## src/design/hht_pkg.sv

```systemverilog
// ----------------------------------------------------------------------------
// hht_pkg
// Types, sizes and helpers shared by the hopscotch hash table modules.
// ----------------------------------------------------------------------------
`default_nettype none

package hht_pkg;

  localparam int INDEX_BITS  = 10;
  localparam int NBHD        = 32;
  localparam int KEY_BITS    = 64;
  localparam int HANDLE_BITS = 32;

  localparam int HOME_COUNT = 1 << INDEX_BITS;
  localparam int SLOT_COUNT = HOME_COUNT + NBHD;
  localparam int SLOT_W     = $clog2(SLOT_COUNT);
  localparam int CNT_W      = $clog2(SLOT_COUNT + 1);
  localparam int OFF_W      = (NBHD > 1) ? $clog2(NBHD) : 1;

  localparam logic [NBHD-1:0] BM_ONE = NBHD'(1);

  typedef enum logic [1:0] {
    OP_GET    = 2'd0,
    OP_GET_RM = 2'd1,
    OP_PUT    = 2'd2,
    OP_REM    = 2'd3
  } op_e;

  typedef enum logic [1:0] {
    RS_MISS = 2'd0,
    RS_HIT  = 2'd1,
    RS_INS  = 2'd2,
    RS_FULL = 2'd3
  } rsp_status_e;

  typedef enum logic [3:0] {
    S_CLEAR,
    S_IDLE,
    S_BM,
    S_SCAN,
    S_CMP,
    S_PROBE,
    S_PCHK,
    S_DISP,
    S_DCHK,
    S_MRD,
    S_MWR,
    S_MCLR,
    S_INS,
    S_IWR,
    S_RES
  } state_e;

  typedef struct packed {
    logic [1:0]  cmd;
    logic [31:0] hash;
    logic [7:0]  key_length;
    logic [63:0] key_word;
    logic [15:0] value_length;
    logic [31:0] value_handle;
  } hht_req_t;

  typedef struct packed {
    logic [1:0]  status;
    logic [15:0] found_length;
    logic [31:0] found_handle;
    logic [10:0] slot_index;
  } hht_rsp_t;

  typedef struct packed {
    op_e                    op;
    logic [INDEX_BITS-1:0]  home;
    logic [7:0]             klen;
    logic [KEY_BITS-1:0]    key;
    logic [15:0]            vlen;
    logic [HANDLE_BITS-1:0] hdl;
  } cmd_t;

  typedef struct packed {
    logic                   used;
    logic [KEY_BITS-1:0]    key;
    logic [7:0]             klen;
    logic [15:0]            vlen;
    logic [HANDLE_BITS-1:0] hdl;
  } slot_t;

  typedef struct packed {
    logic valid;
    cmd_t cmd;
  } cmd_chan_t;

  function automatic logic [OFF_W-1:0] lowest(input logic [NBHD-1:0] m);
    logic [OFF_W-1:0] r;
    r = '0;
    for (int i = NBHD - 1; i >= 0; i--) begin
      if (m[i]) r = OFF_W'(i);
    end
    return r;
  endfunction

endpackage

`default_nettype wire

```

## src/design/hht_front.sv

```systemverilog
// ----------------------------------------------------------------------------
// hht_front
// Accepts requests, classifies them and holds them in a two-entry queue.
// ----------------------------------------------------------------------------
`default_nettype none

module hht_front import hht_pkg::*; (
  input  wire logic      clk_i,
  input  wire logic      rst_ni,
  input  wire logic      push_i,
  output logic           full_o,
  input  wire hht_req_t  req_i,
  input  wire logic      ready_i,
  input  wire logic      pop_i,
  output cmd_chan_t      chan_o
);

  cmd_t       q_mem [2];
  logic       wptr_q, wptr_d, rptr_q, rptr_d;
  logic [1:0] cnt_q, cnt_d;
  logic       acc, deq;
  cmd_t       cls;

  always_comb begin
    cls.op   = op_e'(req_i.cmd);
    cls.home = req_i.hash[INDEX_BITS-1:0];
    cls.klen = req_i.key_length;
    cls.key  = KEY_BITS'(req_i.key_word);
    cls.vlen = req_i.value_length;
    cls.hdl  = HANDLE_BITS'(req_i.value_handle);
  end

  assign full_o = (cnt_q == 2'd2) || !ready_i;
  assign acc    = push_i && !full_o;
  assign deq    = pop_i && (cnt_q != 2'd0);
  assign wptr_d = acc ? !wptr_q : wptr_q;
  assign rptr_d = deq ? !rptr_q : rptr_q;
  assign cnt_d  = cnt_q + {1'b0, acc} - {1'b0, deq};

  assign chan_o.valid = (cnt_q != 2'd0);
  assign chan_o.cmd   = q_mem[rptr_q];

  always_ff @(posedge clk_i or negedge rst_ni) begin
    if (!rst_ni) begin
      wptr_q <= 1'b0;
      rptr_q <= 1'b0;
      cnt_q  <= 2'd0;
    end else begin
      wptr_q <= wptr_d;
      rptr_q <= rptr_d;
      cnt_q  <= cnt_d;
    end
  end

  always_ff @(posedge clk_i) begin
    if (acc) q_mem[wptr_q] <= cls;
  end

endmodule

`default_nettype wire

```

## config.mk

```make
export PLATFORM = sky130hd
export DESIGN_NAME = hht_front
export DESIGN_NICKNAME = d
export VERILOG_FILES = /design/src/design/hht_pkg.sv /design/src/design/hht_front.sv
export SDC_FILE = /design/constraint.sdc
export NUM_CORES = 1
export LEC_CHECK = 0
export BUFFER_PORTS_ARGS = -buffer_cell sky130_fd_sc_hd__buf_2
export CORE_MARGIN = 2
export CORE_UTILIZATION = 30
export DETAILED_ROUTE_END_ITERATION = 7
export SLEW_MARGIN = 20
export SYNTH_ARGS = -nofsm -noshare
export SYNTH_HDL_FRONTEND = slang
export SYNTH_SLANG_ARGS = --single-unit
export TNS_END_PERCENT = 100
```

## constraint.sdc

```tcl
create_clock -name clk_i -period 8.17 [get_ports clk_i]
set_input_delay 1.2255 -clock clk_i [delete_from_list [all_inputs] [get_ports clk_i]]
set_output_delay 1.2255 -clock clk_i [all_outputs]
set_load 0.1 [all_outputs]
```

* Yosys cells after proc, flatten, opt, wreduce, memory -nomap -nowiden
Memory sizes are Yosys's and may differ from the RTL's. Index checks and enable logic that the tools add are counted.
Storage, ports and cells: memories 1, RAM bits 264, register bits after elaboration 4, word-level logic and storage cells 17
Memory list:
- q_mem | depth 2, width 132, read ports 1, clocked after memory_dff 0, wr ports 1, RTL line hht_front.sv:18 | cmd_t q_mem [2];
Cells by class: $add $sub $neg 2, equal/unequal tests 1, reduce and logical (&&, ||, !) cells 8, mux-type cells 2
Operators with widths (count):
- 1-bit zero test | 4
- 2-bit by 1-bit adder with 2-bit output | 1
- 2-bit equality test, second input constant | 1
- 1-bit logical AND | 2
- 1-bit 2-to-1 mux | 2
- 2-bit nonzero test | 1
- 2-bit by 1-bit subtractor with 2-bit output | 1
- 1-bit logical OR | 1

* Longest topological paths before layout
word-level depth 6, gate-level depth with buffers 7

* Worst setup path after synthesis
Ideal clock, no wire load.
path kind input-to-reg, start input push_i, end memory q_mem[0][0] (netlist name) (enable), cell stages on the path 2, library setup time 0.626 ns, path slack 0.667 ns, arrival time 6.877 ns, path buffers 0, cell sequence nand3_1 -> nor2_1
Between the ends: word-level cells in the longest chain between the ends 3
Ends and longest elaborated chain:
- start, declared | RTL line hht_front.sv:10 | input wire logic push_i,
- 1-bit logical AND | RTL line hht_front.sv:34 | assign acc = push_i && !full_o;
- 1-bit 2-to-1 mux | RTL line hht_front.sv:56 | if (acc) q_mem[wptr_q] <= cls;
- 1-bit 2-to-1 mux (implied by the code) | RTL line hht_front.sv:56
- end, declared | RTL line hht_front.sv:18
No other way between the ends.

==> impl_metrics.ini <==
[status]
outcome = finished, final reports clean

[global_route]
grt_max_degree = 72
grt_busiest_layer = met2
grt_pass1_vias = 5195
grt_overflow = 0
grtUsageTotal_pct = 10.90
antenna_found_initial = 4
use_met1_pct = 12.59
grt_first_pass_wirelength_um = 29550
met3_usage_pct = 3.950
use_met2_pct = 18.90

[routing]
ant_nets = 0
viasPerCell = 4.135
drcViolationCount = 0
wl_per_cell_um = 16.56
wl_um = 19710
drt-pass1-iter-count = 4
drtIter0Drc = 212
num_vias = 4921

[clock_tree]
post_cts_buffers = 0
root_buffer = clkbuf_16
cts_buffer_depth = 3
hold_buffers = 0
h-tree-depth = 1
cts_resized = 0
clkSinkCount = 268
clkLatencyLatePin_ps = 540
clkTransAtPathRegs_ps = 60
cts_buffers = 30
cts_tree = yes

[critical_path]
worst_r2r_path_depth = 4
worst_setup_path_start_kind = flop
path_cells = buf_4 > mux2_2 > buf_2
cpMaxStageDelayCell = dfrtp_4
cpPeakStageDelay_ps = 910
crit_type = flop to output pin
cp.arrival_ps = 3220
end_kind = output pin
path_buf_inv = 2
cp_max_fo = 67
critPathTopFamily = buffers and inverters
cp.required_ps = 6940
path_depth = 3

[sta]
rsz0062_at_grt = no
setup_viol = 0
drv_slew = 0
relSlewSlack_pct = 27.59
max_freq_mhz = 225.2
fin_ws_ps = 3729
tns_ps = 0
period_share_pct = 54.36
tightest_slew_ps = 1086
period_minus_slack_ps = 4441
fin_skew_ps = 13.04
hold_viol = 0

[layout]
stdcell_count = 1190
areaGrowthSynthToFinish_pct = 28.95
final_layout_size_suffix_gt1_share_pct = 61.31
final_util_pct = 39.47
finish.net_count = 884

[worst_hold_path]
min_path_type = input port to async pin

[floorplanning]
dieWidth_um = 186.7
rows = 66
core_um2 = 32700
die_height_um = 186.7
pin_count = 293
die_area_um2 = 34850
initial_core_util_pct = 30.61

[synthesis]
synth.top_cells.by_count = 264 x edfxtp_1, 70 x mux2_4, 62 x mux2_2, 9 x buf_6, 6 x buf_2
synth-async-reset-ratio_pct = 1.493
ys_ff_latch = 268
syn_area_um2 = 10010
ys.flop_type = edfxtp_1
synth_cell_types = 16
syn_inst = 430
yosys-top-cells-area = edfxtp_1 79%, mux2_4 10%, mux2_2 7.0%
yosysWarningCount = 0
synth.most_common_cell = edfxtp_1
synth_top_area_share_pct = 79.19
yosysSeqAreaShare_pct = 80.19
syn_area_per_cell_um2 = 23.28
synth_area_leader_cell = edfxtp_1
synth_nets = 591
synth_edf_count = 264

[placement]
routabilityCongestion = 0.6907
port_buffers = 270
place_ws_ps = 4203
dp_hpwl_um = 12650
dp.cells = 1133

[flow_run]
cap_violations = 0
[logic make-up after synthesis]
kind of cell | count (synthesis) | synth area share, %
xor gates and xnor gates | 4 | 0.3500
adders and majority gates | 2 | 0.2499
buffers and inverters | 17 | 1.387
DFF | 268 | 80.19
muxes | 132 | 17.47
and+or+nand+nor | 7 | 0.3500
[per-stage QoR]
stage / cell area, µm² / hold slack, ps
2_1_floorplan: 10010 / 459.7
3_3_place_gp: 11850 / 488.3
3_5_place_dp: 11850 / 484.1
4_1_cts: 12910 / 438.0
5_1_grt: 12910 / 446.8
6_report: 12910 / 478.2
[state kept, by name (all words and copies together), names as in the netlist]
name	count
rptr_q	1
q_mem	264
cnt_q	2
wptr_q	1
[final timing paths]
path | slack [ps] | endpoint | startpoint
max reg2reg | 5710 | q_mem[1][90]$_DFFE_PP_ | cnt_q[1]$_DFF_PN0_
min reg2reg | 510 | cnt_q[1]$_DFF_PN0_ | cnt_q[1]$_DFF_PN0_
max in group asynchronous | 7560 | rptr_q$_DFFE_PN0P_ | rst_ni
min in group clk_i | 510 | cnt_q[1]$_DFF_PN0_ | cnt_q[1]$_DFF_PN0_
max | 3730 | chan_o[36] | rptr_q$_DFFE_PN0P_
min | 480 | cnt_q[0]$_DFF_PN0_ | rst_ni
[cells in the final DEF (no fill, tap or decap)]
master,n
xnor2_1,3
nand3_1,1
or2_2,1
and2_1,1
dfrtp_4,1
nor2_4,2
clkinvlp_4,2
clkinv_4,1
edfxtp_1,264
ha_1,2
dfrtp_1,3
xor2_1,1
nand2b_1,1
diode_2,1
buf_2,270
mux2_2,62
clkbuf_1,3
nand2_1,1
buf_4,6
inv_1,2
clkinv_2,5
bufinv_16,6
clkinv_8,1
clkinv_1,7
mux2_4,70
clkbuf_16,31
[metal layers]
metal  part of all wire [%]  routed length, µm  up-vias
met5                   0.18                 35        -
met4                    2.4                477        6
met3                    8.1               1595       37
met2                     49               9725      177
met1                     40               7874     2399
li1                       -                  -     2302
[final cells by class]
| class | instances | area, µm² |
|---|---|---|
| diodes | 1 | 2.502 |
| well taps | 442 | 553.0 |
| flip-flops and latches | 268 | 8031 |
| repair buffers | 276 | 1396 |
| inverters | 2 | 7.507 |
| clock inverters | 22 | 271.5 |
| clock buffers | 34 | 787.0 |
| fillers | 3069 | 19790 |
| multi-input cells | 145 | 1859 |
Power is left out: the tool's default activity adds up to more than one toggle a clock period on the data nets, which glitch-free logic cannot reach.
