--- config.mk ---
export PLATFORM = sky130hd
export DESIGN_NAME = hht_rsp_q
export DESIGN_NICKNAME = d
export VERILOG_FILES = /design/src/design/hht_pkg.sv /design/src/design/hht_rsp_q.sv
export SDC_FILE = /design/constraint.sdc
export NUM_CORES = 1
export LEC_CHECK = 0
export ABC_AREA = 1
export ABC_CLOCK_PERIOD_IN_PS = 3900
export BUFFER_PORTS_ARGS = -buffer_cell sky130_fd_sc_hd__buf_2
export CAP_MARGIN = 30
export CORE_MARGIN = 5
export CORE_UTILIZATION = 52
export DETAILED_ROUTE_END_ITERATION = 10
export GPL_ROUTABILITY_DRIVEN = 0
export PLACE_DENSITY = 0.87
export SYNTH_ARGS = -nofsm -noshare
export SYNTH_HDL_FRONTEND = slang
export SYNTH_SLANG_ARGS = --single-unit
--- constraint.sdc ---
create_clock -name clk_i -period 3.9 [get_ports clk_i]
set_input_delay 0.39 -clock clk_i [delete_from_list [all_inputs] [get_ports clk_i]]
set_output_delay 0.39 -clock clk_i [all_outputs]
set_load 0.005 [all_outputs]
--- src/design/hht_pkg.sv ---
// ----------------------------------------------------------------------------
// hht_pkg
// Types, sizes and helpers shared by the hopscotch hash table modules.
// ----------------------------------------------------------------------------
`default_nettype none

package hht_pkg;

  localparam int INDEX_BITS  = 10;
  localparam int NBHD        = 32;
  localparam int KEY_BITS    = 64;
  localparam int HANDLE_BITS = 32;

  localparam int HOME_COUNT = 1 << INDEX_BITS;
  localparam int SLOT_COUNT = HOME_COUNT + NBHD;
  localparam int SLOT_W     = $clog2(SLOT_COUNT);
  localparam int CNT_W      = $clog2(SLOT_COUNT + 1);
  localparam int OFF_W      = (NBHD > 1) ? $clog2(NBHD) : 1;

  localparam logic [NBHD-1:0] BM_ONE = NBHD'(1);

  typedef enum logic [1:0] {
    OP_GET    = 2'd0,
    OP_GET_RM = 2'd1,
    OP_PUT    = 2'd2,
    OP_REM    = 2'd3
  } op_e;

  typedef enum logic [1:0] {
    RS_MISS = 2'd0,
    RS_HIT  = 2'd1,
    RS_INS  = 2'd2,
    RS_FULL = 2'd3
  } rsp_status_e;

  typedef enum logic [3:0] {
    S_CLEAR,
    S_IDLE,
    S_BM,
    S_SCAN,
    S_CMP,
    S_PROBE,
    S_PCHK,
    S_DISP,
    S_DCHK,
    S_MRD,
    S_MWR,
    S_MCLR,
    S_INS,
    S_IWR,
    S_RES
  } state_e;

  typedef struct packed {
    logic [1:0]  cmd;
    logic [31:0] hash;
    logic [7:0]  key_length;
    logic [63:0] key_word;
    logic [15:0] value_length;
    logic [31:0] value_handle;
  } hht_req_t;

  typedef struct packed {
    logic [1:0]  status;
    logic [15:0] found_length;
    logic [31:0] found_handle;
    logic [10:0] slot_index;
  } hht_rsp_t;

  typedef struct packed {
    op_e                    op;
    logic [INDEX_BITS-1:0]  home;
    logic [7:0]             klen;
    logic [KEY_BITS-1:0]    key;
    logic [15:0]            vlen;
    logic [HANDLE_BITS-1:0] hdl;
  } cmd_t;

  typedef struct packed {
    logic                   used;
    logic [KEY_BITS-1:0]    key;
    logic [7:0]             klen;
    logic [15:0]            vlen;
    logic [HANDLE_BITS-1:0] hdl;
  } slot_t;

  typedef struct packed {
    logic valid;
    cmd_t cmd;
  } cmd_chan_t;

  function automatic logic [OFF_W-1:0] lowest(input logic [NBHD-1:0] m);
    logic [OFF_W-1:0] r;
    r = '0;
    for (int i = NBHD - 1; i >= 0; i--) begin
      if (m[i]) r = OFF_W'(i);
    end
    return r;
  endfunction

endpackage

`default_nettype wire

--- src/design/hht_rsp_q.sv ---
// ----------------------------------------------------------------------------
// hht_rsp_q
// Two-entry result queue between the sequencer and the result port.
// ----------------------------------------------------------------------------
`default_nettype none

module hht_rsp_q import hht_pkg::*; (
  input  wire logic     clk_i,
  input  wire logic     rst_ni,
  input  wire logic     push_i,
  input  wire hht_rsp_t rsp_i,
  output logic          full_o,
  input  wire logic     pop_i,
  output logic          empty_o,
  output hht_rsp_t      rsp_o
);

  hht_rsp_t   q_mem [2];
  logic       wptr_q, rptr_q;
  logic [1:0] cnt_q;
  logic       acc, deq;

  assign full_o  = (cnt_q == 2'd2);
  assign empty_o = (cnt_q == 2'd0);
  assign acc     = push_i && !full_o;
  assign deq     = pop_i && !empty_o;
  assign rsp_o   = q_mem[rptr_q];

  always_ff @(posedge clk_i or negedge rst_ni) begin
    if (!rst_ni) begin
      wptr_q <= 1'b0;
      rptr_q <= 1'b0;
      cnt_q  <= 2'd0;
    end else begin
      if (acc) wptr_q <= !wptr_q;
      if (deq) rptr_q <= !rptr_q;
      cnt_q <= cnt_q + {1'b0, acc} - {1'b0, deq};
    end
  end

  always_ff @(posedge clk_i) begin
    if (acc) q_mem[wptr_q] <= rsp_i;
  end

endmodule

`default_nettype wire

After elaboration in Yosys (flattened, before gate mapping)
Memories as Yosys holds them, arrays and structs flattened.
Index checks and enable logic that the tools add are counted.
Word-level totals
  bits in writable memories: 122
  output and inout port bits: 63
  word-level logic and storage cells: 16
  register bits after elaboration: 4
  input bits: 65
  memories: 1
Cells by class
  add/subtract/negate cells: 2
  reductions and logical operators: 7
  eq/ne operators: 1
  mux-type cells: 2
Memories
  q_mem: depth 2, bits a word 61, read ports 1, clocked after Yosys merged registers in 0, write ports 1, RTL line hht_rsp_q.sv:18  | hht_rsp_t q_mem [2];
Operators with widths (number)
  $logic_not A1 Y1: 4
  $add A2 B1 Y2: 1
  $eq A2 B2 Y1 const B: 1
  $logic_and A1 B1 Y1: 2
  $logic_not A2 Y1: 1
  $mux W1: 2
  $sub A2 B1 Y2: 1

Logic depth before layout (Yosys ltp)
  depth after elaboration: 5
  depth in mapped cells: 10

Worst setup path after synthesis
Ideal clock, no wire load.
  kind: flip-flop to flip-flop
  start: register cnt_q[1]
  end: memory q_mem[1][0] (netlist bit), enable pin
  setup slack: 0.310 ns
  library setup time: 0.480 ns
  data arrival time: 3.110 ns
  buffers on the path: 0
  data required time: 3.420 ns
  period minus slack after synthesis: 3.590 ns
  stages on the path, launching flop included: 4
  path through: dfrtp_1 > nand2_1 > nand2_1 > nor2_1
Between the ends
  cells in the longest elaborated chain, start to end: 5
Ends and longest elaborated chain
  start: declaration: RTL line hht_rsp_q.sv:20  | logic [1:0] cnt_q;
  start signal: assignment: RTL line hht_rsp_q.sv:37  | cnt_q <= cnt_q + {1'b0, acc} - {1'b0, deq};
  $eq A2 B2 Y1: RTL line hht_rsp_q.sv:23  | assign full_o = (cnt_q == 2'd2);
  $logic_not A1 Y1: RTL line hht_rsp_q.sv:25  | assign acc = push_i && !full_o;
  $logic_and A1 B1 Y1: RTL line hht_rsp_q.sv:25
  $mux W1: RTL line hht_rsp_q.sv:42  | if (acc) q_mem[wptr_q] <= rsp_i;
  $mux W1 (implied by the code): RTL line hht_rsp_q.sv:42
  end: declaration: RTL line hht_rsp_q.sv:18
Every way passes these cells.

==> metrics.txt <==
Layout fillers 628; Worst setup SP type flip-flop; Slew headroom about 45%; reg2reg path depth 4; Lkg Pwr 2.666 nW; layout cells sized above 1 32.41%; CTS Hold Bufs 1; commonest cells in the netlist nand2_1, edfxtp_1, inv_1; clock skew 10.75 ps; area of the mapped netlist 4713 um^2; post-synthesis async set-or-reset flop share 3.175%; via count 2,949; outcome finished, final reports clean; Synth Flop Type edfxtp_1; Seq/Total Area, Yosys between 70% and 80%; Finished Layout Cells 611; TritonCTS sink count about 130; Congestion Overflow GR 0; count leader, synth nand2_1; Clock Pin Slew Worst Setup and Hold Paths 50 ps; area of the multi-input gates 787.0 um^2; Worst-Margin Slew 830.6 ps; post-CTS resize count 0; # setup viols final 0; Initial Util 53.78%; TritonCTS clock tree built; clk_lat worst skew between 400 and 500 ps; HP Start rsp_i[1]; crit path time final between 2000 and 2500 ps; r2r startpoint cnt_q[1]$_DFF_PN0_; total negative slack 0 ps; critical path fanouts, max 62; largest net degree at the start of global routing 63; top-area cell type share of the netlist area 77.73%; initial antenna violation count 0; Vias/cell 4.827; H-tree Lvls 4; post-synth top area cell edfxtp_1; Nets 557; Crit. End Element output port; Yosys warnings 0; Port Buf Inserts 127; peak supply drop 426.2 uV; placed insts 578; Hold Crit Class in -> reg; Setup Crit Path Kind reg -> out; Hold Path Sink q_mem[0][1]$_DFFE_PP_; Mapped Cells between 300 and 400; Max Freq roughly 0.4 GHz; Netlist cell types 10; RSZ-0062 raised after global routing no; Min-Delay Path Depth 1; Final Slew Violations 0; fin crit share roughly 64%; CTS Buf Count 17; I/O pin cnt 128; Arr. time, crit path approximately 2100 ps; Min Hold Slack 87.66 ps; final antenna-violating net count 0; diode count 0; EDFF count, synth 122; final WL between 9000 and 10,000 um; Crit Reg-Reg Endpoint q_mem[1][46]$_DFFE_PP_; DR WL/cell 14.86 um; setup bufs post-CTS 0; root buf cell clkbuf_8; largest cells by area after synthesis edfxtp_1, nand2_1, dfrtp_1, buf_6, buf_4; Iter 0 DRT Violations 161; Yosys reg bits 126; mean area per synthesized cell 13.39 um^2; Power Density 789.5 nW/um^2; Reg2Reg Setup Slack ~2100 ps; Core ar. 8763 um^2; syn_nets 419; Tot GR Track Use 16.35%; Register Area ~3800 um^2; clk buf depth 2; DRT Pass-1 Iters 4; Rows 34; vias in the first global route 3,097; Final Hold Viols 0; chip width 105.2 um; DRC 0; first-pass GRT wire length 14,310 um; DPL Wire Length between 5000 and 6000 um; critical path data required time 3510 ps; # Max-Cap Violations 0; Die H 105.2 um; die area 11,070 um^2; Syn-to-layout area delta 27.90%
## metrics by stage
step	power [W]	setup WS [ps]	util, %	instance area (um^2)
global route	0.005041	1258	68.79	6028
finish	0.004759	1406	68.79	6028
floorplan	0.002733	310.0	-	4713
CTS	0.004819	1382	68.79	6028
global placement	0.003151	1862	61.52	5391
detailed placement	0.003229	1932	61.75	5411
## worst max path at each step
stage                       start                     end  slack, ps
3_5_place_dp   rptr_q$_DFFE_PN0P_                rsp_o[8]       1930
5_1_grt        rptr_q$_DFFE_PN0P_               rsp_o[59]       1260
6_report       rptr_q$_DFFE_PN0P_               rsp_o[17]       1410
3_3_place_gp   wptr_q$_DFFE_PN0P_  q_mem[0][16]$_DFFE_PP_       1860
4_1_cts        rptr_q$_DFFE_PN0P_               rsp_o[17]       1380
2_1_floorplan  cnt_q[1]$_DFF_PN0_   q_mem[1][0]$_DFFE_PP_        310
## power breakdown
group | internal (W) | switching, W | total [W]
Sequential | 0.00185 | 0.000137 | 0.00199
Combinational | 0.000445 | 0.000750 | 0.00119
Clock | 0.00104 | 0.000543 | 0.00158
Total | 0.00333 | 0.00143 | 0.00476
## placed cells by master (no fill, tap or decap), types with 2 or more instances in the layout
master      synthesis  final
buf_2               0    127
buf_4               6      3
bufinv_16           0      4
clkbuf_16           0     16
clkinv_1            0      4
clkinvlp_4          0      3
dfrtp_1             4      3
edfxtp_1          122    122
ha_1                2      2
inv_1              10      9
inv_6               1      4
nand2_1           196    196
nand3_1             3      3
## worst max-delay path, stage by stage, from the launching register on
cell     delay [ps]
dfrtp_2         850
inv_6           340
nand2_1         150
nand2_1          90
buf_2           130
## routing by layer
layer	vias to the layer above	wire, um	global-route usage (%)
met5	-	0	0
met4	0	7	4.749
met3	2	536	5.179
met2	102	4664	28.73
met1	1392	3869	19.20
li1	1453	-	-
## logic make-up after synthesis
family | after synthesis | share of synthesized area [%]
AND/OR/NAND/NOR | 200 | 16.01
adder cells (fa/ha/maj) | 2 | 0.5308
flip-flops | 126 | 79.85
buffers and inverters | 24 | 3.610
## state kept, by name, summed over array words and instances, names as in the netlist
name    count
wptr_q      1
cnt_q       2
q_mem     122
rptr_q      1
## area by class of cell
| class | instances | share of cell area, % |
|---|---|---|
| clock buffer | 17 | 6.870 |
| clock inverter | 15 | 3.196 |
| inverter | 11 | 0.7680 |
| multi-input combinational | 202 | 13.06 |
| sequential | 126 | 62.45 |
| tap | 108 | 2.242 |
| timing repair buffer | 132 | 11.42 |
No activity file was read; power rests on OpenSTA's default activity.
